==> config.mk <==
export PLATFORM = sky130hd
export DESIGN_NAME = lav_front_flat
export DESIGN_NICKNAME = d
export VERILOG_FILES = /design/src/rtl/lav_pkg.sv /design/src/rtl/lav_if.sv /design/src/rtl/lav_front.sv /design/src/flat_wrapper.sv
export SDC_FILE = /design/constraint.sdc
export NUM_CORES = 1
export LEC_CHECK = 0
export ABC_AREA = 1
export BUFFER_PORTS_ARGS = -buffer_cell sky130_fd_sc_hd__buf_2
export CORE_AREA = 5 5 227 229
export DETAILED_ROUTE_END_ITERATION = 8
export DIE_AREA = 0 0 232 234
export GPL_TIMING_DRIVEN = 0
export PLACE_DENSITY = 0.62
export SLEW_MARGIN = 40
export SYNTH_ARGS = -nofsm -noshare
export SYNTH_HDL_FRONTEND = slang
export SYNTH_SLANG_ARGS = --single-unit
==> constraint.sdc <==
create_clock -name i_clk -period 45.6 [get_ports i_clk]
set_input_delay 9.12 -clock i_clk [delete_from_list [all_inputs] [get_ports i_clk]]
set_output_delay 9.12 -clock i_clk [all_outputs]
set_load 0.02 [all_outputs]
==> src/rtl/lav_pkg.sv <==
// Shared widths, types and constants of the look-at view basis block.
package lav_pkg;

    localparam int WORD_W         = 32;
    localparam int WIDE_W         = 64;
    localparam int DIFF_W         = WORD_W + 1;
    localparam int MAG_W          = WIDE_W - 1;
    localparam int PRE_BITS       = 30;
    localparam int AXIS_FRAC_BITS = 30;
    localparam int SQ_W           = 2 * PRE_BITS;
    localparam int SUM_W          = SQ_W + 2;
    localparam int LEN_W          = PRE_BITS + 1;
    localparam int NUM_W          = PRE_BITS + AXIS_FRAC_BITS + 1;
    localparam int Q_W            = AXIS_FRAC_BITS + 1;
    localparam int REM_W          = LEN_W + 1;
    localparam int BLEN_W         = $clog2(WIDE_W) + 1;
    localparam int GRP_N          = WIDE_W / 8;
    localparam int GRP_AW         = $clog2(GRP_N);
    localparam int FIFO_DEPTH     = 4;
    localparam int FIFO_AW        = $clog2(FIFO_DEPTH);
    localparam int CNT_W          = FIFO_AW + 1;

    typedef logic signed [WORD_W-1:0] t_word;
    typedef logic signed [WIDE_W-1:0] t_wide;
    typedef logic signed [DIFF_W-1:0] t_diff;

    // classified item from the front end
    typedef struct {
        t_word eye   [3];
        t_word hint  [3];
        t_diff d     [3];
        logic  degen;
    } t_item;

    // values that ride alongside a normalize pipeline
    typedef struct {
        t_word eye   [3];
        t_word hint  [3];
        t_word back  [3];
        t_word right [3];
        logic  degen;
    } t_side;

endpackage

==> src/rtl/lav_if.sv <==
// Input and output channel interfaces of the look-at view basis block.
interface lav_in_if;
    logic        valid;
    logic        ready;
    logic signed [31:0] eye_x;
    logic signed [31:0] eye_y;
    logic signed [31:0] eye_z;
    logic signed [31:0] target_x;
    logic signed [31:0] target_y;
    logic signed [31:0] target_z;
    logic signed [31:0] hint_up_x;
    logic signed [31:0] hint_up_y;
    logic signed [31:0] hint_up_z;

    modport source (
        output valid, eye_x, eye_y, eye_z, target_x, target_y, target_z,
               hint_up_x, hint_up_y, hint_up_z,
        input  ready
    );
    modport sink (
        input  valid, eye_x, eye_y, eye_z, target_x, target_y, target_z,
               hint_up_x, hint_up_y, hint_up_z,
        output ready
    );
endinterface


==> src/rtl/lav_front.sv <==
// Front end: accepts input transactions, forms eye minus target, flags eye at target.
module lav_front
    import lav_pkg::*;
(
    input  logic   i_clk,
    input  logic   i_rst_n,
    lav_in_if.sink i_in,
    output logic   o_valid,
    input  logic   i_ready,
    output t_item  o_item
);

    logic  r_valid;
    t_item r_item;
    t_item n_item;
    logic  w_take;

    assign i_in.ready = !r_valid || i_ready;
    assign w_take     = i_in.valid && i_in.ready;

    always_comb begin
        n_item.eye[0]  = i_in.eye_x;
        n_item.eye[1]  = i_in.eye_y;
        n_item.eye[2]  = i_in.eye_z;
        n_item.hint[0] = i_in.hint_up_x;
        n_item.hint[1] = i_in.hint_up_y;
        n_item.hint[2] = i_in.hint_up_z;
        n_item.d[0]    = t_diff'(i_in.eye_x) - t_diff'(i_in.target_x);
        n_item.d[1]    = t_diff'(i_in.eye_y) - t_diff'(i_in.target_y);
        n_item.d[2]    = t_diff'(i_in.eye_z) - t_diff'(i_in.target_z);
        n_item.degen   = (i_in.eye_x == i_in.target_x) && (i_in.eye_y == i_in.target_y)
                      && (i_in.eye_z == i_in.target_z);
    end

    always_ff @(posedge i_clk) begin
        if (!i_rst_n) begin
            r_valid <= 1'b0;
        end else if (w_take) begin
            r_valid <= 1'b1;
        end else if (i_ready) begin
            r_valid <= 1'b0;
        end
    end

    always_ff @(posedge i_clk) begin
        if (w_take) begin
            r_item <= n_item;
        end
    end

    assign o_valid = r_valid;
    assign o_item  = r_item;

endmodule

==> src/flat_wrapper.sv <==
// flat-port wrapper written by rule: the top's interface ports become plain ports
module lav_front_flat import lav_pkg::*;
  (i_clk, i_rst_n, o_valid, i_ready, o_item, i_in_valid, i_in_eye_x, i_in_eye_y, i_in_eye_z, i_in_target_x, i_in_target_y, i_in_target_z, i_in_hint_up_x, i_in_hint_up_y, i_in_hint_up_z, i_in_ready);
  lav_in_if i_in_i ();
  input  logic i_clk;
  input  logic i_rst_n;
  output logic o_valid;
  input  logic i_ready;
  output t_item o_item;
  input wire logic [$bits(i_in_i.valid)-1:0] i_in_valid;
  input wire logic [$bits(i_in_i.eye_x)-1:0] i_in_eye_x;
  input wire logic [$bits(i_in_i.eye_y)-1:0] i_in_eye_y;
  input wire logic [$bits(i_in_i.eye_z)-1:0] i_in_eye_z;
  input wire logic [$bits(i_in_i.target_x)-1:0] i_in_target_x;
  input wire logic [$bits(i_in_i.target_y)-1:0] i_in_target_y;
  input wire logic [$bits(i_in_i.target_z)-1:0] i_in_target_z;
  input wire logic [$bits(i_in_i.hint_up_x)-1:0] i_in_hint_up_x;
  input wire logic [$bits(i_in_i.hint_up_y)-1:0] i_in_hint_up_y;
  input wire logic [$bits(i_in_i.hint_up_z)-1:0] i_in_hint_up_z;
  output wire logic [$bits(i_in_i.ready)-1:0] i_in_ready;
  assign i_in_i.valid = i_in_valid;
  assign i_in_i.eye_x = i_in_eye_x;
  assign i_in_i.eye_y = i_in_eye_y;
  assign i_in_i.eye_z = i_in_eye_z;
  assign i_in_i.target_x = i_in_target_x;
  assign i_in_i.target_y = i_in_target_y;
  assign i_in_i.target_z = i_in_target_z;
  assign i_in_i.hint_up_x = i_in_hint_up_x;
  assign i_in_i.hint_up_y = i_in_hint_up_y;
  assign i_in_i.hint_up_z = i_in_hint_up_z;
  assign i_in_ready = i_in_i.ready;
  lav_front u_core (.i_clk(i_clk), .i_rst_n(i_rst_n), .i_in(i_in_i), .o_valid(o_valid), .i_ready(i_ready), .o_item(o_item));
endmodule
# Yosys cells after proc, flatten, opt, wreduce, memory -nomap -nowiden
# Cells that the tools add are included.
classes:
  shifts: 0
  magnitude_cmp: 0
  n_addsub: 3
  n_div: 0
  eq_ne: 3
  n_mux: 2
  bitwise_logic: 0
  n_mul: 0
  reduce_logical: 6
ops:
  columns: ["cell", "n"]
  rows:
  - ["subtractor 32 x 32 -> 33 bit", 3]
  - ["== test 32 bit", 3]
  - ["logical AND 1 bit", 3]
  - ["2-to-1 mux 1 bit", 2]
  - ["nonzero test 2 bit", 1]
  - ["zero test 1 bit", 1]
  - ["logical OR 1 bit", 1]
word_totals:
  out_inout_bits: 294
  word_cells: 25
  latch_bits: 0
  n_memories: 0
  rom_bits: 0
  ramBits: 0
  regBits: 293

# Depth between registers and ports, before layout
# Gate-level depths: netlist of the first run.
depth:
  word_depth: 4
  mapped_depth: 14

# Worst setup path after synthesis of the first run
# OpenSTA, ideal clock, no wires.
synth_timing:
  kind: "input to register"
  startpoint: "in i_in_valid"
  endpoint: "reg u_core.r_item (netlist bit u_core.o_item[0]) (enable)"
  slack_ns: 21.405
  path_buffers: 0
  arrival_time_ns: 23.151
  t_required_ns: 44.556
  setup_ns: 1.044
  path_stages: 2
  path_cell_list: "inv_1 -> a21oi_1"
synth_via:
  elab_chain_cells: 1
synth_lines:
  columns: ["item", "line_no", "rtl"]
  rows:
  - ["start: declaration", "flat_wrapper.sv:10", "input wire logic [$bits(i_in_i.valid)-1:0] i_in_valid;"]
  - ["logical AND 1 bit", "lav_front.sv:19", "assign w_take = i_in.valid && i_in.ready;"]
  - ["via u_core.w_take", "lav_front.sv:16", "logic w_take;"]
  - ["end signal: assignment", "lav_front.sv:47", "r_item <= n_item;"]
  - ["end: declaration", "lav_front.sv:14", "t_item r_item;"]
# The timed path passes the listed nets, and every way through them passes these cells.
# A chain may end at the register's enable or synchronous reset.

# Final worst setup path of the first run
layout_timing:
  startpoint: "in i_ready"
  endpoint: "out i_in_ready"
layout_via:
  elab_chain_cells: 1
layout_lines:
  columns: ["item", "line_no", "rtl"]
  rows:
  - ["start: declaration", "flat_wrapper.sv:8", "input logic i_ready;"]
  - ["logical OR 1 bit", "lav_front.sv:18", "assign i_in.ready = !r_valid || i_ready;"]
  - ["end: declaration", "flat_wrapper.sv:20", "output wire logic [$bits(i_in_i.ready)-1:0] i_in_ready;"]
# Every way passes these cells.

==> results of run 1 <==
## cell usage in the layout, fill, tap and decap left out, types with 8 or more instances in the layout
cell	count
a21oi_1	61
buf_2	585
buf_8	13
clkbuf_1	8
clkbuf_16	36
edfxtp_1	292
ha_1	96
inv_1	476
nand2_1	727
nand2_2	36
nand3_1	70
nand4_1	13
nor2_1	121
xnor2_1	8
xor2_1	37
## kinds of logic after synthesis
family                     share of synthesized area, %
adders and majority gates                         7.565
AOI/OAI and AO/OA                                 2.177
xor gates and xnor gates                          2.364
buffers and inverters                             10.76
DFF                                               52.72
and+or+nand+nor                                   24.41
## sequential cells by signal (all words and copies together) (netlist names)
name,count
u_core.o_item,292
u_core.o_valid,1
## area by class of cell
class | instances | area [um2] | area share (%)
repair buffers | 604 | 3288 | 14.96
flip-flops and latches | 293 | 8788 | 39.98
plain buffers | 1 | 7.507 | 0.03415
inverters | 476 | 1787 | 8.129
multi-input cells | 1212 | 6100 | 27.75
well taps | 672 | 840.8 | 3.825
diodes | 7 | 17.52 | 0.07969
clock buffers | 44 | 930.9 | 4.235
clock inverters | 21 | 220.2 | 1.002
## Yosys cell counts, types with 3 or more instances
library cell,number
nand4_1,13
nand3_1,70
xnor2_1,8
fa_1,3
nand2_2,36
inv_1,476
nor3_1,7
nor2_1,121
nor2_2,5
o21bai_1,3
nand2_1,727
and2_1,6
edfxtp_1,292
xor2_1,37
or2_1,5
a21o_1,3
nand3_2,6
ha_1,96
a21oi_1,62
## per-layer routing
metal	vias to the layer above	share of wire [%]	track usage, %	wire [um]
met4	26	3.5	6.979	1987
met1	6871	37	21.23	20780
li1	7414	-	-	-
met2	562	51	36.53	28810
met3	130	9.1	6.732	5156
met5	-	0.32	0	183
## where the power goes
| part | internal, mW | switching [mW] | total [mW] |
|---|---|---|---|
| Combinational | 0.0603 | 0.121 | 0.181 |
| Sequential | 0.325 | 0.00565 | 0.331 |
| Clock | 0.164 | 0.119 | 0.283 |
## final timing paths
path,startpoint,endpoint,slack (ps),depth (start not counted)
setup / recovery,i_ready,i_in_ready,26920,4
hold / removal,u_core.o_valid,u_core.o_valid,560,2
setup reg to reg,u_core.o_valid,u_core.o_item[173],43320,7
hold reg to reg,u_core.o_valid,u_core.o_valid,560,2
## through the flow
stage          power [mW]  setup WS (ps)  std cells
6_report           0.7953          26920       3330
5_1_grt            0.8360          26890       3325
4_1_cts            0.8073          26910       3323
3_5_place_dp       0.5181          26910       3258
3_3_place_gp       0.5243          15020       3239
2_1_floorplan      0.4534          21410       1982
## critical path, delay by kind of cell
kind                   cells  cell delay [ps]
and+or+nand+nor            1               80
buffers and inverters      3              360
==> results.md, run 1 <==
- Data required, critical path: 36480 ps
- Critical path's most frequent cell: buf_2
- VDD IR max: between 20 and 30 uV
- Via count: 15000
- Core ar.: slightly below 50000 um2
- Power density over the cells: about 36 nW/um2
- Boundary pin count: slightly below 600
- CTS buffer count: 36
- CTS tree: yes
- GR Overflow Total: 0
- Die ar.: 54290 um2
- DRC violations left: 0
- RSZ-0062 raised after global routing: no
- Die width: 232 um
- Number of global-route vias before repair: between 10000 and 15000
- Fmax: between 50 and 60 MHz
- Crit-path cells: buf_2 -> inv_1 -> nand2_1 -> buf_2
- YS warnings: 0
- Status: finished clean
- Critical path arrival: 9560 ps
- GPL Wtd Cong: ~0.9
- Initial DRC count: 848
- Flops & latches, synth: about 300
- First-pass DRT Iterations: 5
- Net count after synthesis: 2373
- Final hold vios: 0
- Post-CTS Hold Fix Bufs: 0
- Mean area per synthesized cell: 8.411 um2
- Resized Gates After CTS: 0
- Tot GR Track Use: 19.84%
- Max-cap violations: 0
- Startpoint Class: input port
- CTS Buffer Depth: 3
- H-tree depth: 2
- Mapped Area: 16670 um2
- Setup_tns: 0 ps
- CTS clk-pin slew, worst paths: approximately 50 ps
- Largest net degree at the start of global routing: 20
- Skew-Pair Late Insertion Delay: around 560 ps
- Final Setup Violations: 0
- DRT Wirelength: 56910 um
- NumNets Final: 3015
- Post-Place Cell Area: roughly 21000 um2
- FP Rows: 82
- Number of setup buffers added after CTS: 0
- Minimum clock period: 18680 ps
- Post-synth top flop: edfxtp_1
- Slew headroom: roughly 70%
- Synth top area cells: edfxtp_1 (53%), nand2_1 (16%), inv_1 (11%)
- Final clock skew: between 15 and 20 ps
- Critical path's slowest cell: buf_2
- Cell taking the most area after synthesis: edfxtp_1
- Post-synth EDFFs: 292
- Vias per cell: 4.505
- CP Capture Type: output pin
- Initial antenna violation count: 20
- Maximum fanout along the worst path: 2
- Synth Instances: a little under 2000
- Antenna Violating Nets Remaining: 0
- WHS: 560.5 ps
- Min-delay worst type: reg -> reg
- # fillers: 5000
- Static Leak: between 10 and 15 nW
- Fraction of registers with async set/reset: 0%
- Die H: between 200 and 250 um
- Port Buffer Count: 585
- Netlist cell types: 25
- Core Util, Final: between 40% and 50%
- Design Area, Final: 21980 um2
- Max incr delay on CP: ~160 ps
- Hpwl dp: 48290 um
- Num Clock Sinks: approximately 290
- First-pass GRT wire length: approximately 83000 um
- Worst Tran Pin Value: roughly 470 ps
- WS Path Type: in -> out
- Root Buffer: clkbuf_16
- Initial cell density of the core: about a third
- Layout cells sized above 1: a little over a quarter
- Period utilization: 40.97%
- Seq/Total Area, Yosys: a little over half
- Max-slew violations: 0
- DR WL/cell: 17.09 um
- Yosys top cell area share: 52.60%
- Synthesis-to-layout area growth: 31.84%
Note: power is estimated with default switching activity, not from simulation.
==> run 2, diff against run 1 <==
- PLACE_DENSITY: 0.62 -> 0.64
- clock period: 45.6 -> 15.9 ns (I/O delays scaled with it)
==> run 2 against run 1 <==
  * Cell count about the same
  * Clock skew decreased by 0.64 ps
  * Sequential power increased to 2.9 times the previous value
  * Die area unchanged
  * Global-route usage increased by 0.12 points
  * Critical path depth unchanged
  * Setup slack got worse by 18000 ps
  * Power increased to 2.9 times the previous value
  * Count of clock-buffer cells in the layout decreased by 4
  * Core utilization decreased by 0.11 points
  * Cell area decreased by 0.24%
  * Critical path type unchanged
  * Largest cell class unchanged
==> results.md, run 2 (same netlist as run 1, synthesis figures left out) <==
- Status: finished clean
- Startpoint Class: input port
- Critical path arrival: 3610 ps (-5950 ps)
- Max-slew violations: 0 (unchanged)
- Resized Gates After CTS: 0 (unchanged)
- Max-cap violations: 0 (unchanged)
- Initial DRC count: 710 (-16%)
- Period utilization: 42.72%
- DR WL/cell: 17.06 um (-0.17%)
- CTS Buffer Depth: 3 (unchanged)
- H-tree depth: 2 (unchanged)
- Vias per cell: 4.424 (-1.8%)
- WS Path Type: in -> out
- Top layer in use: met5
- FP Rows: 82 (unchanged)
- Tot GR Track Use: 19.96% (+0.12 points)
- Combinational group share of total power: 22.4% (-0.4 points)
- Synthesis-to-layout area growth: 31.53%
- DRC violations left: 0 (unchanged)
- Die ar.: 54290 um2 (unchanged)
- Met3 wire length: 4569 um (-11%)
- Die H: 234 um (unchanged)
- Final Setup Violations: 0 (unchanged)
- Initial antenna violation count: 18 (-10%)
- Final hold vios: 0 (unchanged)
- Skew-Pair Late Insertion Delay: 540 ps (-20 ps)
- Fmax: 147.2 MHz
- CTS clk-pin slew, worst paths: 60 ps (about the same)
- Max incr delay on CP: 160 ps (about the same)
- Boundary pin count: 586 (unchanged)
- Power density over the cells: 104.6 nW/um2 (+190%)
- CTS buffer count: 35 (-2.8%)
- First-pass GRT wire length: 83080 um (+0.59%)
- CTS tree: yes
- Port Buffer Count: 585 (unchanged)
- Total power: 2.294 mW (+190%)
- Minimum clock period: 6793 ps
- Switching share of power: 30.22% (-0.64 points)
- Crit-path cells: buf_2 -> inv_1 -> nand2_1 -> buf_2
- Core ar.: 49450 um2 (unchanged)
- WL met1: 21190 um (+2.0%)
- Critical path's most frequent cell: buf_2
- Min-delay worst type: reg -> reg
- Hpwl dp: 48470 um (+0.38%)
- Number of setup buffers added after CTS: 0 (unchanged)
- Initial cell density of the core: 33.71% (unchanged)
- Switching power: 0.6932 mW (+180%)
- Antenna Violating Nets Remaining: 0 (unchanged)
- Largest net degree at the start of global routing: 22 (+10%)
- Max reg flops: 292 (unchanged)
- Maximum fanout along the worst path: 2 (unchanged)
- Final clock skew: 16.56 ps (-0.6361 ps)
- First-pass DRT Iterations: 5 (unchanged)
- DRT Wirelength: 56770 um (-0.26%)
- Commonest non-fill, non-tap cells in the layout: nand2_1 (727), buf_2 (585), inv_1 (476)
- Data required, critical path: 12720 ps (-23760 ps)
- Root Buffer: clkbuf_16
- Static Leak: 11.94 nW (about the same)
- CP bufs+invs: 3 (unchanged)
- Worst Tran Pin Value: 402.5 ps (-69.28 ps)
- Commonest non-fill, non-tap cell in the layout: nand2_1
- NumNets Final: 3013 (-0.066%)
- Via count: 14720 (-1.9%)
- VDD IR max: 68.39 uV (+170%)
- Cells after DPL: 3257 (-0.031%)
- Number of global-route vias before repair: 14670 (+0.62%)
- Met2 wire len: 28740 um (-0.23%)
- Reg power frac: 41.4% (-0.2 points)
- Power Internal: 1.601 mW (+190%)
- RSZ-0062 raised after global routing: no
- CP Capture Type: output pin
- Clock power share: 36.2% (+0.6 points)
- # fillers: 4916 (-1.7%)
- Worst path top cell family by delay: buffers and inverters
- Critical path's slowest cell: buf_2
- GPL Wtd Cong: 0.9466 (+3.2%)
- GR Overflow Total: 0 (unchanged)
- Layout cells sized above 1: 26.73% (about the same)
- Slew headroom: 73.11% (+4.6 points)
- Finished Layout Cells: 3327 (-0.090%)
- Post-CTS Hold Fix Bufs: 0 (unchanged)
- Num Clock Sinks: 293 (unchanged)
- Die width: 232 um (unchanged)
[run 2: cell types whose count changed in the layout (fill, tap and decap cells not counted)]
cell	change
clkbuf_1	-4
bufinv_16	+2
clkinvlp_4	-5
clkinv_2	+3
buf_8	+4
inv_6	+1
buf_16	-5
inv_16	-1
clkinv_1	+2
clkinv_4	+1
diode_2	-1
[run 2: stage by stage]
step | worst slack [ps] | hold WS (ps) | utilization [%] | instance area [um2] | TNS (ps)
floorplan | 3683 | 742.3 | - | 16670 | 0
global route | 9086 | 621.4 | 44.33 | 21920 | 0
detailed placement | 9112 | 549.0 | 41.93 | 20730 | 0
global placement | -89.10 | 501.9 | 41.34 | 20440 | -14950
CTS | 9110 | 561.8 | 44.31 | 21910 | 0
finish | 9107 | 562.1 | 44.34 | 21930 | 0
[run 2: per-layer routing]
metal | up-vias | GRT usage [%]
met5 | - | 0
met4 | 18 | 7.127
met3 | 108 | 5.969
met2 | 521 | 36.67
met1 | 6655 | 21.89
li1 | 7415 | -
[run 2: final timing paths]
| path | depth (start not counted) | slack [ps] | startpoint | end |
|---|---|---|---|---|
| hold reg to reg | 2 | 560 | u_core.o_valid | u_core.o_valid |
| setup reg to reg | 7 | 13590 | u_core.o_valid | u_core.o_item[127] |
| setup / recovery | 4 | 9110 | i_ready | i_in_ready |
| hold / removal | 2 | 560 | u_core.o_valid | u_core.o_valid |
[run 2: area by class of cell]
cell class	instances	area (um2)	share of cell area (%)
diodes	6	15.01	0.06847
plain buffers	1	7.507	0.03424
clock buffers	40	915.9	4.177
clock inverters	24	262.8	1.198
inverters	476	1787	8.148
multi-input cells	1212	6100	27.82
flip-flops and latches	293	8788	40.08
well taps	672	840.8	3.835
repair buffers	603	3211	14.64
[run 2: power groups by stage]
stage	combinational [mW]	clock, mW	sequential [mW]
finish	0.514	0.830	0.949
detailed placement	0.518	0	0.965
floorplan	0.231	0	1.06
global placement	0.503	0	0.985
global route	0.568	0.890	0.954
CTS	0.520	0.857	0.950
[run 2: worst register-to-register path, cell delays in order, from the launching register on]
cell,delay [ps]
dfxtp_1,340
a21oi_4,380
buf_8,250
buf_8,210
buf_8,210
buf_8,210
buf_8,210
buf_8,210
